$ cat src/sv/nrfp_pkg.sv
// shared types and constants for the navigation result frame packer
// no dependencies; imported by every module of the block
`timescale 1ns / 1ps
`default_nettype none

package nrfp_pkg;

  localparam int FrameBytes = 16;
  localparam int ByteIdxW   = $clog2(FrameBytes);
  localparam int ItemW      = 78;
  localparam int TdataInW   = ((ItemW + 7) / 8) * 8;
  localparam int CfgIdxW    = 2;
  localparam int CfgDataW   = 10;
  localparam int MsW        = 10;

  localparam logic [ByteIdxW-1:0] LastByteIdx = ByteIdxW'(FrameBytes - 1);

  localparam logic [7:0]    HdrByte0    = 8'hA5;
  localparam logic [7:0]    HdrByte1    = 8'h5A;
  localparam logic [7:0]    VersionByte = 8'h01;
  localparam logic [7:0]    ConfMax     = 8'd100;
  localparam logic [7:0]    PointsMax   = 8'hFF;
  localparam logic [15:0]   BxInvalid   = 16'hFFFF;
  localparam logic [15:0]   BxMax       = 16'd65534;
  localparam logic [MsW-1:0] ElapsedMax    = 10'd1023;
  localparam logic [MsW-1:0] IntervalReset = 10'd100;

  typedef enum logic [CfgIdxW-1:0] {
    CFG_ENABLE   = 2'd0,
    CFG_INTERVAL = 2'd1
  } cfg_idx_e;

  typedef enum logic {
    ACT_TICK    = 1'b0,
    ACT_PUBLISH = 1'b1
  } action_e;

  typedef enum logic [1:0] {
    ST_OK          = 2'd0,
    ST_NO_LINE     = 2'd1,
    ST_PREDICT_ERR = 2'd2,
    ST_CAMERA_ERR  = 2'd3
  } nav_status_e;

  // msb first, so that the lowest tdata bits land in the last member
  typedef struct packed {
    logic signed [20:0] base_x;
    logic [11:0]        n_points;
    logic [8:0]         confidence;
    logic signed [16:0] angle;
    logic signed [15:0] deviation;
    logic               line_valid;
    logic [1:0]         status;
  } nav_item_t;

  typedef struct packed {
    logic        valid;
    logic [15:0] seq;
    logic [15:0] dev;
    logic [15:0] ang;
    logic [7:0]  conf;
    logic [7:0]  pts;
    logic [15:0] bx;
    logic [1:0]  status;
  } frame_t;

  function automatic logic [15:0] sat_s16(logic signed [17:0] v);
    logic [15:0] r;
    if (v > 18'sd32767) begin
      r = 16'h7FFF;
    end else if (v < -18'sd32768) begin
      r = 16'h8000;
    end else begin
      r = v[15:0];
    end
    return r;
  endfunction

endpackage

`default_nettype wire

$ cat src/sv/nrfp_scale.sv
// fixed-point scaling, rounding and clamping of one navigation result
// depends on nrfp_pkg
`timescale 1ns / 1ps
`default_nettype none

module nrfp_scale import nrfp_pkg::*; (
  input  var nav_item_t   item_i,
  input  var logic [15:0] seq_i,
  output frame_t          frame_o
);

  logic              valid;
  logic signed [19:0] dev_p;
  logic [19:0]       dev_m;
  logic [19:0]       dev_sum;
  logic signed [17:0] dev_s;
  logic signed [23:0] ang_p;
  logic [23:0]       ang_m;
  logic [23:0]       ang_sum;
  logic signed [17:0] ang_s;
  logic [15:0]       conf_p;
  logic [16:0]       conf_sum;
  logic [8:0]        conf_r;
  logic [7:0]        conf_c;
  logic [7:0]        pts_c;
  logic [20:0]       bx_sum;
  logic [16:0]       bx_r;
  logic [15:0]       bx_c;

  assign valid = (item_i.status == ST_OK) && item_i.line_valid;

  // deviation x10, 4 fractional bits dropped with rounding away from zero
  assign dev_p   = $signed({{4{item_i.deviation[15]}}, item_i.deviation}) * 20'sd10;
  assign dev_m   = dev_p[19] ? 20'(-dev_p) : 20'(dev_p);
  assign dev_sum = dev_m + 20'd8;
  assign dev_s   = dev_p[19] ? -$signed({2'b00, dev_sum[19:4]})
                             :  $signed({2'b00, dev_sum[19:4]});

  // angle x100, 8 fractional bits
  assign ang_p   = $signed({{7{item_i.angle[16]}}, item_i.angle}) * 24'sd100;
  assign ang_m   = ang_p[23] ? 24'(-ang_p) : 24'(ang_p);
  assign ang_sum = ang_m + 24'd128;
  assign ang_s   = ang_p[23] ? -$signed({2'b00, ang_sum[23:8]})
                             :  $signed({2'b00, ang_sum[23:8]});

  // confidence x100, clamped to 100
  assign conf_p   = 16'(item_i.confidence) * 16'd100;
  assign conf_sum = {1'b0, conf_p} + 17'd128;
  assign conf_r   = conf_sum[16:8];
  assign conf_c   = (conf_r > 9'(ConfMax)) ? ConfMax : conf_r[7:0];

  assign pts_c = (|item_i.n_points[11:8]) ? PointsMax : item_i.n_points[7:0];

  // negative bottom x always clamps to zero
  assign bx_sum = {1'b0, item_i.base_x[19:0]} + 21'd8;
  assign bx_r   = bx_sum[20:4];
  always_comb begin
    if (item_i.base_x[20]) begin
      bx_c = 16'd0;
    end else if (bx_r > 17'(BxMax)) begin
      bx_c = BxMax;
    end else begin
      bx_c = bx_r[15:0];
    end
  end

  always_comb begin
    frame_o.valid  = valid;
    frame_o.seq    = seq_i;
    frame_o.status = item_i.status;
    if (valid) begin
      frame_o.dev  = sat_s16(dev_s);
      frame_o.ang  = sat_s16(ang_s);
      frame_o.conf = conf_c;
      frame_o.pts  = pts_c;
      frame_o.bx   = bx_c;
    end else begin
      frame_o.dev  = 16'd0;
      frame_o.ang  = 16'd0;
      frame_o.conf = 8'd0;
      frame_o.pts  = 8'd0;
      frame_o.bx   = BxInvalid;
    end
  end

endmodule

`default_nettype wire

$ cat src/sv/nrfp_serializer.sv
// frame register and byte serializer with running checksum
// depends on nrfp_pkg
`timescale 1ns / 1ps
`default_nettype none

module nrfp_serializer import nrfp_pkg::*; (
  input  var logic   clk_i,
  input  var logic   rst_ni,
  input  var logic   load_i,
  input  var frame_t frame_i,
  output logic       free_o,
  output logic       m_axis_tvalid_o,
  input  var logic   m_axis_tready_i,
  output logic [7:0] m_axis_tdata_o,
  output logic       m_axis_tlast_o
);

  frame_t              frame_q;
  logic                busy_q, busy_d;
  logic [ByteIdxW-1:0] cnt_q, cnt_d;
  logic [7:0]          sum_q, sum_d;
  logic [7:0]          byte_sel;
  logic                beat;
  logic                at_last;

  assign at_last = (cnt_q == LastByteIdx);
  assign beat    = busy_q && m_axis_tready_i;
  assign free_o  = !busy_q || (m_axis_tready_i && at_last);

  always_comb begin
    case (cnt_q)
      4'd0:    byte_sel = HdrByte0;
      4'd1:    byte_sel = HdrByte1;
      4'd2:    byte_sel = VersionByte;
      4'd3:    byte_sel = {7'd0, frame_q.valid};
      4'd4:    byte_sel = frame_q.seq[7:0];
      4'd5:    byte_sel = frame_q.seq[15:8];
      4'd6:    byte_sel = frame_q.dev[7:0];
      4'd7:    byte_sel = frame_q.dev[15:8];
      4'd8:    byte_sel = frame_q.ang[7:0];
      4'd9:    byte_sel = frame_q.ang[15:8];
      4'd10:   byte_sel = frame_q.conf;
      4'd11:   byte_sel = frame_q.pts;
      4'd12:   byte_sel = frame_q.bx[7:0];
      4'd13:   byte_sel = frame_q.bx[15:8];
      4'd14:   byte_sel = {6'd0, frame_q.status};
      default: byte_sel = sum_q;  // checksum of everything sent before
    endcase
  end

  assign m_axis_tvalid_o = busy_q;
  assign m_axis_tdata_o  = byte_sel;
  assign m_axis_tlast_o  = at_last;

  always_comb begin
    busy_d = busy_q;
    cnt_d  = cnt_q;
    sum_d  = sum_q;
    if (load_i && free_o) begin
      busy_d = 1'b1;
      cnt_d  = '0;
      sum_d  = 8'd0;
    end else if (beat) begin
      cnt_d = cnt_q + 1'b1;
      sum_d = sum_q + byte_sel;
      if (at_last) begin
        busy_d = 1'b0;
      end
    end
  end

  always_ff @(posedge clk_i or negedge rst_ni) begin
    if (!rst_ni) begin
      busy_q <= 1'b0;
      cnt_q  <= '0;
      sum_q  <= 8'd0;
    end else begin
      busy_q <= busy_d;
      cnt_q  <= cnt_d;
      sum_q  <= sum_d;
    end
  end

  always_ff @(posedge clk_i) begin
    if (load_i && free_o) begin
      frame_q <= frame_i;
    end
  end

endmodule

`default_nettype wire

$ cat src/sv/nav_result_frame_packer.sv
// top level of the navigation result frame packer
// depends on nrfp_pkg, nrfp_scale and nrfp_serializer
`timescale 1ns / 1ps
`default_nettype none

// Turns navigation results into 16-byte little-endian frames, sent one byte per
// output beat with tlast on the checksum byte. Input beats carry tuser = action:
// 0 is a one millisecond tick, 1 publishes the result in tdata. A publish beat is
// framed only when enable is set and at least interval_ms ticks have passed since
// the last frame (the counter saturates at 1023, so the first publish after reset
// is always framed); otherwise it is dropped without any output. Each input beat
// is first captured in an input register; combinational scaling logic then loads
// the frame register, which the serializer walks through at one byte per cycle
// while tready is high. Ticks and dropped publishes keep flowing while a frame
// is being sent; a framed publish waits in the input register only until the
// last byte of the previous frame is accepted, so frames can follow back to
// back with tready held high downstream. Configuration writes go through a
// separate always-ready port: index 0 enable, index 1 interval_ms, other indexes
// ignored; write only while no frame is pending or in flight.
module nav_result_frame_packer import nrfp_pkg::*; (
  input  var logic                clk_i,
  input  var logic                rst_ni,
  // tdata: status[1:0], line_valid[2], deviation[18:3], angle[35:19],
  // confidence[44:36], n_points[56:45], base_x[77:57], zero pad
  input  var logic                s_axis_tvalid_i,
  output logic                    s_axis_tready_o,
  input  var logic [TdataInW-1:0] s_axis_tdata_i,
  input  var logic                s_axis_tuser_i,   // action
  // tdata: frame_byte[7:0]; tlast: last_byte
  output logic                    m_axis_tvalid_o,
  input  var logic                m_axis_tready_i,
  output logic [7:0]              m_axis_tdata_o,
  output logic                    m_axis_tlast_o,
  // configuration writes
  input  var logic                cfg_valid_i,
  output logic                    cfg_ready_o,
  input  var logic [CfgIdxW-1:0]  cfg_index_i,
  input  var logic [CfgDataW-1:0] cfg_data_i
);

  // configuration registers
  logic           enable_q;
  logic [MsW-1:0] interval_q;

  // rate limiter and sequence state
  logic [MsW-1:0] elapsed_q, elapsed_d;
  logic [15:0]    seq_q, seq_d;

  // input register
  logic      in_valid_q;
  action_e   in_act_q;
  nav_item_t in_item_q;

  logic   is_publish;
  logic   framed;
  logic   ser_free;
  logic   load;
  logic   consume;
  frame_t frame;

  assign cfg_ready_o = 1'b1;

  always_ff @(posedge clk_i or negedge rst_ni) begin
    if (!rst_ni) begin
      enable_q   <= 1'b1;
      interval_q <= IntervalReset;
    end else if (cfg_valid_i) begin
      case (cfg_index_i)
        CFG_ENABLE:   enable_q   <= cfg_data_i[0];
        CFG_INTERVAL: interval_q <= cfg_data_i;
        default:      ;  // unknown index, write dropped
      endcase
    end
  end

  // publish is framed when enabled and the interval has run out
  assign is_publish = (in_act_q == ACT_PUBLISH);
  assign framed     = enable_q && (elapsed_q >= interval_q);
  // a framed publish needs the frame register, anything else retires now
  assign load       = in_valid_q && is_publish && framed && ser_free;
  assign consume    = in_valid_q && (!is_publish || !framed || ser_free);

  assign s_axis_tready_o = !in_valid_q || consume;

  always_comb begin
    elapsed_d = elapsed_q;
    seq_d     = seq_q;
    if (consume && !is_publish) begin
      if (elapsed_q != ElapsedMax) begin
        elapsed_d = elapsed_q + 1'b1;
      end
    end else if (load) begin
      elapsed_d = '0;
      seq_d     = seq_q + 1'b1;
    end
  end

  always_ff @(posedge clk_i or negedge rst_ni) begin
    if (!rst_ni) begin
      elapsed_q  <= ElapsedMax;
      seq_q      <= 16'd0;
      in_valid_q <= 1'b0;
    end else begin
      elapsed_q <= elapsed_d;
      seq_q     <= seq_d;
      if (s_axis_tready_o) begin
        in_valid_q <= s_axis_tvalid_i;
      end
    end
  end

  // payload of the input register needs no reset
  always_ff @(posedge clk_i) begin
    if (s_axis_tvalid_i && s_axis_tready_o) begin
      in_act_q  <= action_e'(s_axis_tuser_i);
      in_item_q <= nav_item_t'(s_axis_tdata_i[ItemW-1:0]);
    end
  end

  nrfp_scale u_scale (
    .item_i  (in_item_q),
    .seq_i   (seq_q),
    .frame_o (frame)
  );

  nrfp_serializer u_ser (
    .clk_i           (clk_i),
    .rst_ni          (rst_ni),
    .load_i          (load),
    .frame_i         (frame),
    .free_o          (ser_free),
    .m_axis_tvalid_o (m_axis_tvalid_o),
    .m_axis_tready_i (m_axis_tready_i),
    .m_axis_tdata_o  (m_axis_tdata_o),
    .m_axis_tlast_o  (m_axis_tlast_o)
  );

endmodule

`default_nettype wire

$ cat config.mk
export PLATFORM = sky130hd
export DESIGN_NAME = nav_result_frame_packer
export DESIGN_NICKNAME = d
export VERILOG_FILES = /design/src/sv/nrfp_pkg.sv /design/src/sv/nrfp_scale.sv /design/src/sv/nrfp_serializer.sv /design/src/sv/nav_result_frame_packer.sv
export SDC_FILE = /design/constraint.sdc
export NUM_CORES = 1
export LEC_CHECK = 0
export ABC_AREA = 1
export BUFFER_PORTS_ARGS = -buffer_cell sky130_fd_sc_hd__buf_2
export CAP_MARGIN = 25
export CORE_UTILIZATION = 56
export CTS_CLUSTER_SIZE = 16
export DETAILED_ROUTE_END_ITERATION = 10
export GPL_ROUTABILITY_DRIVEN = 0
export PLACE_DENSITY_LB_ADDON = 0.12
export SYNTH_ARGS = -nofsm -noshare
export SYNTH_HDL_FRONTEND = slang
export SYNTH_SLANG_ARGS = --single-unit
$ cat constraint.sdc
create_clock -name clk_i -period 15.68 [get_ports clk_i]
set_input_delay 3.136 -clock clk_i [delete_from_list [all_inputs] [get_ports clk_i]]
set_output_delay 3.136 -clock clk_i [all_outputs]
set_load 0.005 [all_outputs]
==> results of run 1 <==
worst paths after layout:
path | cells after the start | to | startpoint
setup reg to reg | 33 | u_ser.frame_q[35] | in_item_q[21]
max in group asynchronous | 2 | u_ser.cnt_q[3] | rst_ni
hold / removal | 0 | u_ser.frame_q[0] | in_item_q[0]
hold reg to reg | 0 | u_ser.frame_q[0] | in_item_q[0]
min in group asynchronous | 2 | interval_q[3] | rst_ni
setup / recovery | 4 | s_axis_tready_o | m_axis_tready_i
metrics by stage:
| step | util [%] | hold slack, ns | total power, mW | instances | setup WS (ns) |
|---|---|---|---|---|---|
| CTS | 62.6 | 0.465 | 2.66 | 2577 | 8.98 |
| global placement | 60.1 | 0.443 | 2.10 | 2535 | 8.99 |
| floorplan | - | 0.427 | 1.84 | 2075 | 9.23 |
| finish | 62.7 | 0.465 | 2.65 | 2578 | 8.99 |
| detailed placement | 60.1 | 0.454 | 2.13 | 2535 | 8.98 |
| global route | 62.7 | 0.496 | 2.90 | 2578 | 8.94 |
state kept, by name (all words and copies together) (netlist names):
| register | count |
|---|---|
| u_ser.m_axis_tvalid_o | 1 |
| elapsed_q | 10 |
| u_ser.cnt_q | 4 |
| u_ser.frame_q | 83 |
| enable_q | 1 |
| seq_q | 16 |
| in_act_q | 1 |
| in_valid_q | 1 |
| u_ser.sum_q | 8 |
| interval_q | 10 |
| in_item_q | 75 |
cells in the final DEF (no fill, tap or decap), types with 6 or more instances in the layout:
master	instances
nand2_1	575
inv_1	292
nand3_1	167
edfxtp_1	159
nor2_1	153
ha_1	140
buf_2	103
o21ai_0	59
xor2_1	53
a21oi_1	49
nand2_2	41
dfrtp_1	37
nand4_1	34
inv_2	31
xnor2_1	28
nand3_2	28
clkbuf_16	25
fa_1	21
nand2_4	17
a21oi_2	16
nor3_1	15
nor2_2	14
dfstp_2	14
nor2_4	11
nand3b_1	9
clkinv_2	6
a31oi_1	6
logic make-up after synthesis:
kind of cell | count (synthesis) | synth area share (%)
simple gates | 1085 | 30.5
buf+inv | 354 | 8.80
flops | 210 | 36.4
compound gates | 181 | 6.84
fa+ha+maj | 161 | 13.0
xor+xnor | 82 | 4.36
other cells | 2 | 0.0451
layer usage:
layer | GRT usage, % | vias to the layer above | share of wire [%]
li1 | - | 6980 | -
met3 | 3.00 | 47 | 5.1
met5 | 0 | - | 0
met4 | 5.12 | 0 | 2.0
met2 | 37.3 | 269 | 46
met1 | 30.2 | 6079 | 47
layout make-up:
type	instances	area, um2
flip-flops and latches	210	6070
well taps	384	480
fillers	2654	10800
multi-input cells	1511	9120
clock inverters	12	71.3
clock buffers	30	664
inverters	324	1220
repair buffers	107	566
power by group through the flow:
stage	Combinational, mW	Sequential, mW	Clock [mW]
floorplan	1.13	0.712	0
finish	1.41	0.715	0.518
CTS	1.41	0.715	0.532
detailed placement	1.41	0.725	0
global placement	1.37	0.723	0
global route	1.62	0.722	0.554
==> metrics.cfg, run 1 <==
[run_status]
status=finished clean

[clocking]
h-tree-depth=1
cts_root_buf=clkbuf_16
clockBufferDepth=3
cts_tree=yes
cts_made_buffers=24
postCtsSetupBuffers=0
ctsResizeCount=0
cts_hold_buf=0
path_clk_slew_ns=0.06
clock_sinks=210
clk_latency_ns=0.52

[power]
comb_power_share_pct=53.4
intPower_mw=1.48
peakVddDrop_mv=0.0967
pwr-share-seq_pct=27.0
powerDensity_nw_per_um2=145
sw_frac_of_total_pct=44.0
clockPowerShare_pct=19.6
netSwitchingPower_mw=1.16
leakagePower_nw=8.93

[logic_synthesis]
synth_cell_type_count=64
synth.most_common_cell=nand2_1
synth_top_cell_area_share_pct=28.7
synth-main-ff-cell=edfxtp_1
async_flop_share_pct=24.3
yosysWarnings=0
synth_area_leader_cell=edfxtp_1
synth-edff-count=159
synth_top_cells_by_area=edfxtp_1 29%, nand2_1 13%, ha_1 11%
ys_seq_area_share_pct=36.4
synth-seq-cells=210
postSynthAreaPerCell_um2=8.03
syn_area_um2=16700
syn_nets=2334
syn-instance-count=2075
synthTopCellsByCount=575 x nand2_1, 293 x inv_1, 167 x nand3_1

[setup_path]
slowest_stage=buf_2
crit_top_cell=buf_2
path_buf_inv=2
cp_data_required_time_ns=12.54
cp.arrival_ns=3.56
critPathMaxStageDelay_ns=0.14
start_kind=input port
worstPathCellList=buf_2 > nand2_1 > nand3_1 > buf_2
worstSetupEndpointType=output pin
crit_type=input port to output pin
cpLargestDelayFamily=buffers and inverters
reg2reg_setup_slack_ns=9.84
path_max_fanout=3

[drt]
wl_mm=32.7
via_per_inst=5.19
routedWlPerCell_um=12.7
drtIter0Drc=735
drc=0
drtAntennaViolNets=0
vias=13400
drt_pass1_iterations=5

[sta]
fin_skew_ns=0.0100
max-slew-margin-rel_pct=39.0
hold_viol=0
fin_crit_ns=6.69
setup_tns_ns=0
clock.fmax_ghz=0.149
min_period_over_period_pct=42.7
setup_viol=0
worst_pin_slew_ns=0.913
rsz0062_at_grt=false
slew_violations=0

[grt]
grt_use_total_pct=22.2
antenna_found_initial=0
grt_overflow=0
grt_pass1_vias=12700
grt_start_max_net_pins=91
grt_first_pass_wirelength_mm=56.9

[layout]
finalInstanceArea_um2=18200
nets=2437
drive_gt1_share_pct=15.3
antenna_cells=0
area_growth_pct=9.20

[die]
core-area_um2=29000
start_util_pct=57.4
die_w_um=174
die-area_um2=30400
num_rows=62
die_y_um=174
ioPinCount=110

[placed_design]
numPortBuffers=103
dpl_cell_area_um2=17400
hpwl_mm=25.3

[worst_hold_path]
hold_class=register to register

[flow_run]
cap_violations=0

(Power assumes the default switching activity.)
==> run 2, diff against run 1 <==
clock period = 7 ns   (was 15.68 ns; I/O delays follow)
==> run 2 against run 1 <==
Against the previous run: power grew 130%; sequential share of layout area is essentially flat; critical path depth grew 29; final area is essentially flat; flip-flop and latch count is the same; count of clock-buffer cells in the layout grew 10; die area is the same; critical endpoint is now u_ser.frame_q[43]; largest cell class unchanged.
==> metrics.cfg, run 2 (synthesized netlist as in run 1, its figures left out) <==
[die]
die_y_um=174
die_w_um=174
start_util_pct=57.4
ioPinCount=110
die-area_um2=30400
num_rows=62
core-area_um2=29000

[sta]
fin_crit_ns=5.83
setup_tns_ns=0
hold_viol=0
clock.fmax_ghz=0.171
slew_violations=0
hold_ws_ns=0.465
rsz0062_at_grt=false
worst_pin_slew_ns=0.873
fin_ws_ns=1.17
max-slew-margin-rel_pct=41.7
fin_skew_ns=0.00838
setup_viol=0
min_period_over_period_pct=83.3

[clocking]
postCtsSetupBuffers=0
h-tree-depth=1
path_clk_slew_ns=0.06
cts_made_buffers=24
cts_hold_buf=0
clk_latency_ns=0.52
ctsResizeCount=0
cts_tree=yes
clock_sinks=210
cts_root_buf=clkbuf_16
clockBufferDepth=3

[grt]
grt_start_max_net_pins=53
antenna_found_initial=0
grt_use_total_pct=22.0
grt_first_pass_wirelength_mm=56.2
grt_overflow=0
grt_pass1_vias=12500

[worst_hold_path]
holdPathStages=0
hold_class=register to register
hp-start=in_item_q[0]
hold_end=u_ser.frame_q[0]

[placed_design]
dp_cells=2535
numPortBuffers=103
dp_slack_ns=1.16
hpwl_mm=25.3
dpl_cell_area_um2=17400

[layout]
finalInstanceArea_um2=18200
reg_top3=u_ser.frame_q (83), in_item_q (75), seq_q (16)
nets=2436
final_common_cell=nand2_1
drive_gt1_share_pct=15.0
final_cell_mix=575 x nand2_1, 292 x inv_1, 167 x nand3_1
regMostFlops=u_ser.frame_q
final_util_pct=62.7
finalNonFillerCells=2579
largest_reg_flops=83
area_growth_pct=9.17
antenna_cells=0

[setup_path]
r2r-start=in_item_q[21]
critPathMaxStageDelay_ns=0.46
path_max_fanout=41
slowest_stage=fa_1
worstSetupEndpointType=register
reg2regPathDepth=33
reg2reg_setup_slack_ns=1.17
cp_data_required_time_ns=7.25
rr_endpoint=u_ser.frame_q[43]
crit_top_cell=nand2_1
start_kind=register
crit_type=register to register
cp.arrival_ns=6.08

[flow_run]
cap_violations=0

[power]
peakVddDrop_mv=0.222
power.total_mw=5.96
leakagePower_nw=8.93
powerDensity_nw_per_um2=328

[drt]
drtIter0Drc=881
drt-met1-wl_mm=15.6
drc=0
route.met3.wl_mm=1.41
routedWlPerCell_um=12.5
vias=13300
via_per_inst=5.14
drt_pass1_iterations=6
wl_mm=32.3
top_layer_used=met4
met2_length_mm=14.6
drtAntennaViolNets=0

[run_status]
status=finished clean

[run 2: cell count changes in the layout (fill, tap and decap cells not counted), moves of 2 or more]
| cell | previous run | this run |
|---|---|---|
| clkbuf_1 | 3 | 11 |
| clkinv_2 | 6 | 3 |
| clkinv_1 | 2 | 0 |
| clkinvlp_4 | 2 | 0 |
[run 2: area by class of cell]
cell class | instances | area [um2]
clock inverter | 4 | 25.0
inverter | 324 | 1220
sequential | 210 | 6070
timing repair buffer | 106 | 538
clock buffer | 40 | 733
fill | 2574 | 10800
multi-input combinational | 1511 | 9120
tap | 384 | 480
[run 2: routing by layer]
| layer | track usage [%] | vias up |
|---|---|---|
| met5 | 0 | - |
| met4 | 5.15 | 0 |
| met3 | 2.62 | 44 |
| met2 | 37.1 | 255 |
| met1 | 30.1 | 5998 |
| li1 | - | 6970 |
[run 2: critical path, delay by kind of cell, from the launching register on]
| kind | cells | cell delay, ns |
|---|---|---|
| fa+ha+maj | 7 | 2.05 |
| flops | 1 | 0.41 |
| compound gates | 1 | 0.12 |
| simple gates | 20 | 2.40 |
| xor+xnor | 1 | 0.23 |
| buf+inv | 4 | 0.36 |
[run 2: power by group]
part | switching, mW | total [mW] | internal, mW
logic | 2.02 | 3.17 | 1.15
registers | 0.0980 | 1.60 | 1.50
clock network | 0.478 | 1.19 | 0.712
[run 2: worst max path at each step]
stage | start | end | slack [ns]
5_1_grt | in_item_q[20] | u_ser.frame_q[35] | 0.66
4_1_cts | in_item_q[20] | u_ser.frame_q[35] | 1.13
3_5_place_dp | in_item_q[20] | u_ser.frame_q[35] | 1.16
6_report | in_item_q[21] | u_ser.frame_q[43] | 1.17
3_3_place_gp | in_item_q[21] | u_ser.frame_q[35] | 1.35
2_1_floorplan | in_item_q[20] | u_ser.frame_q[39] | 2.00
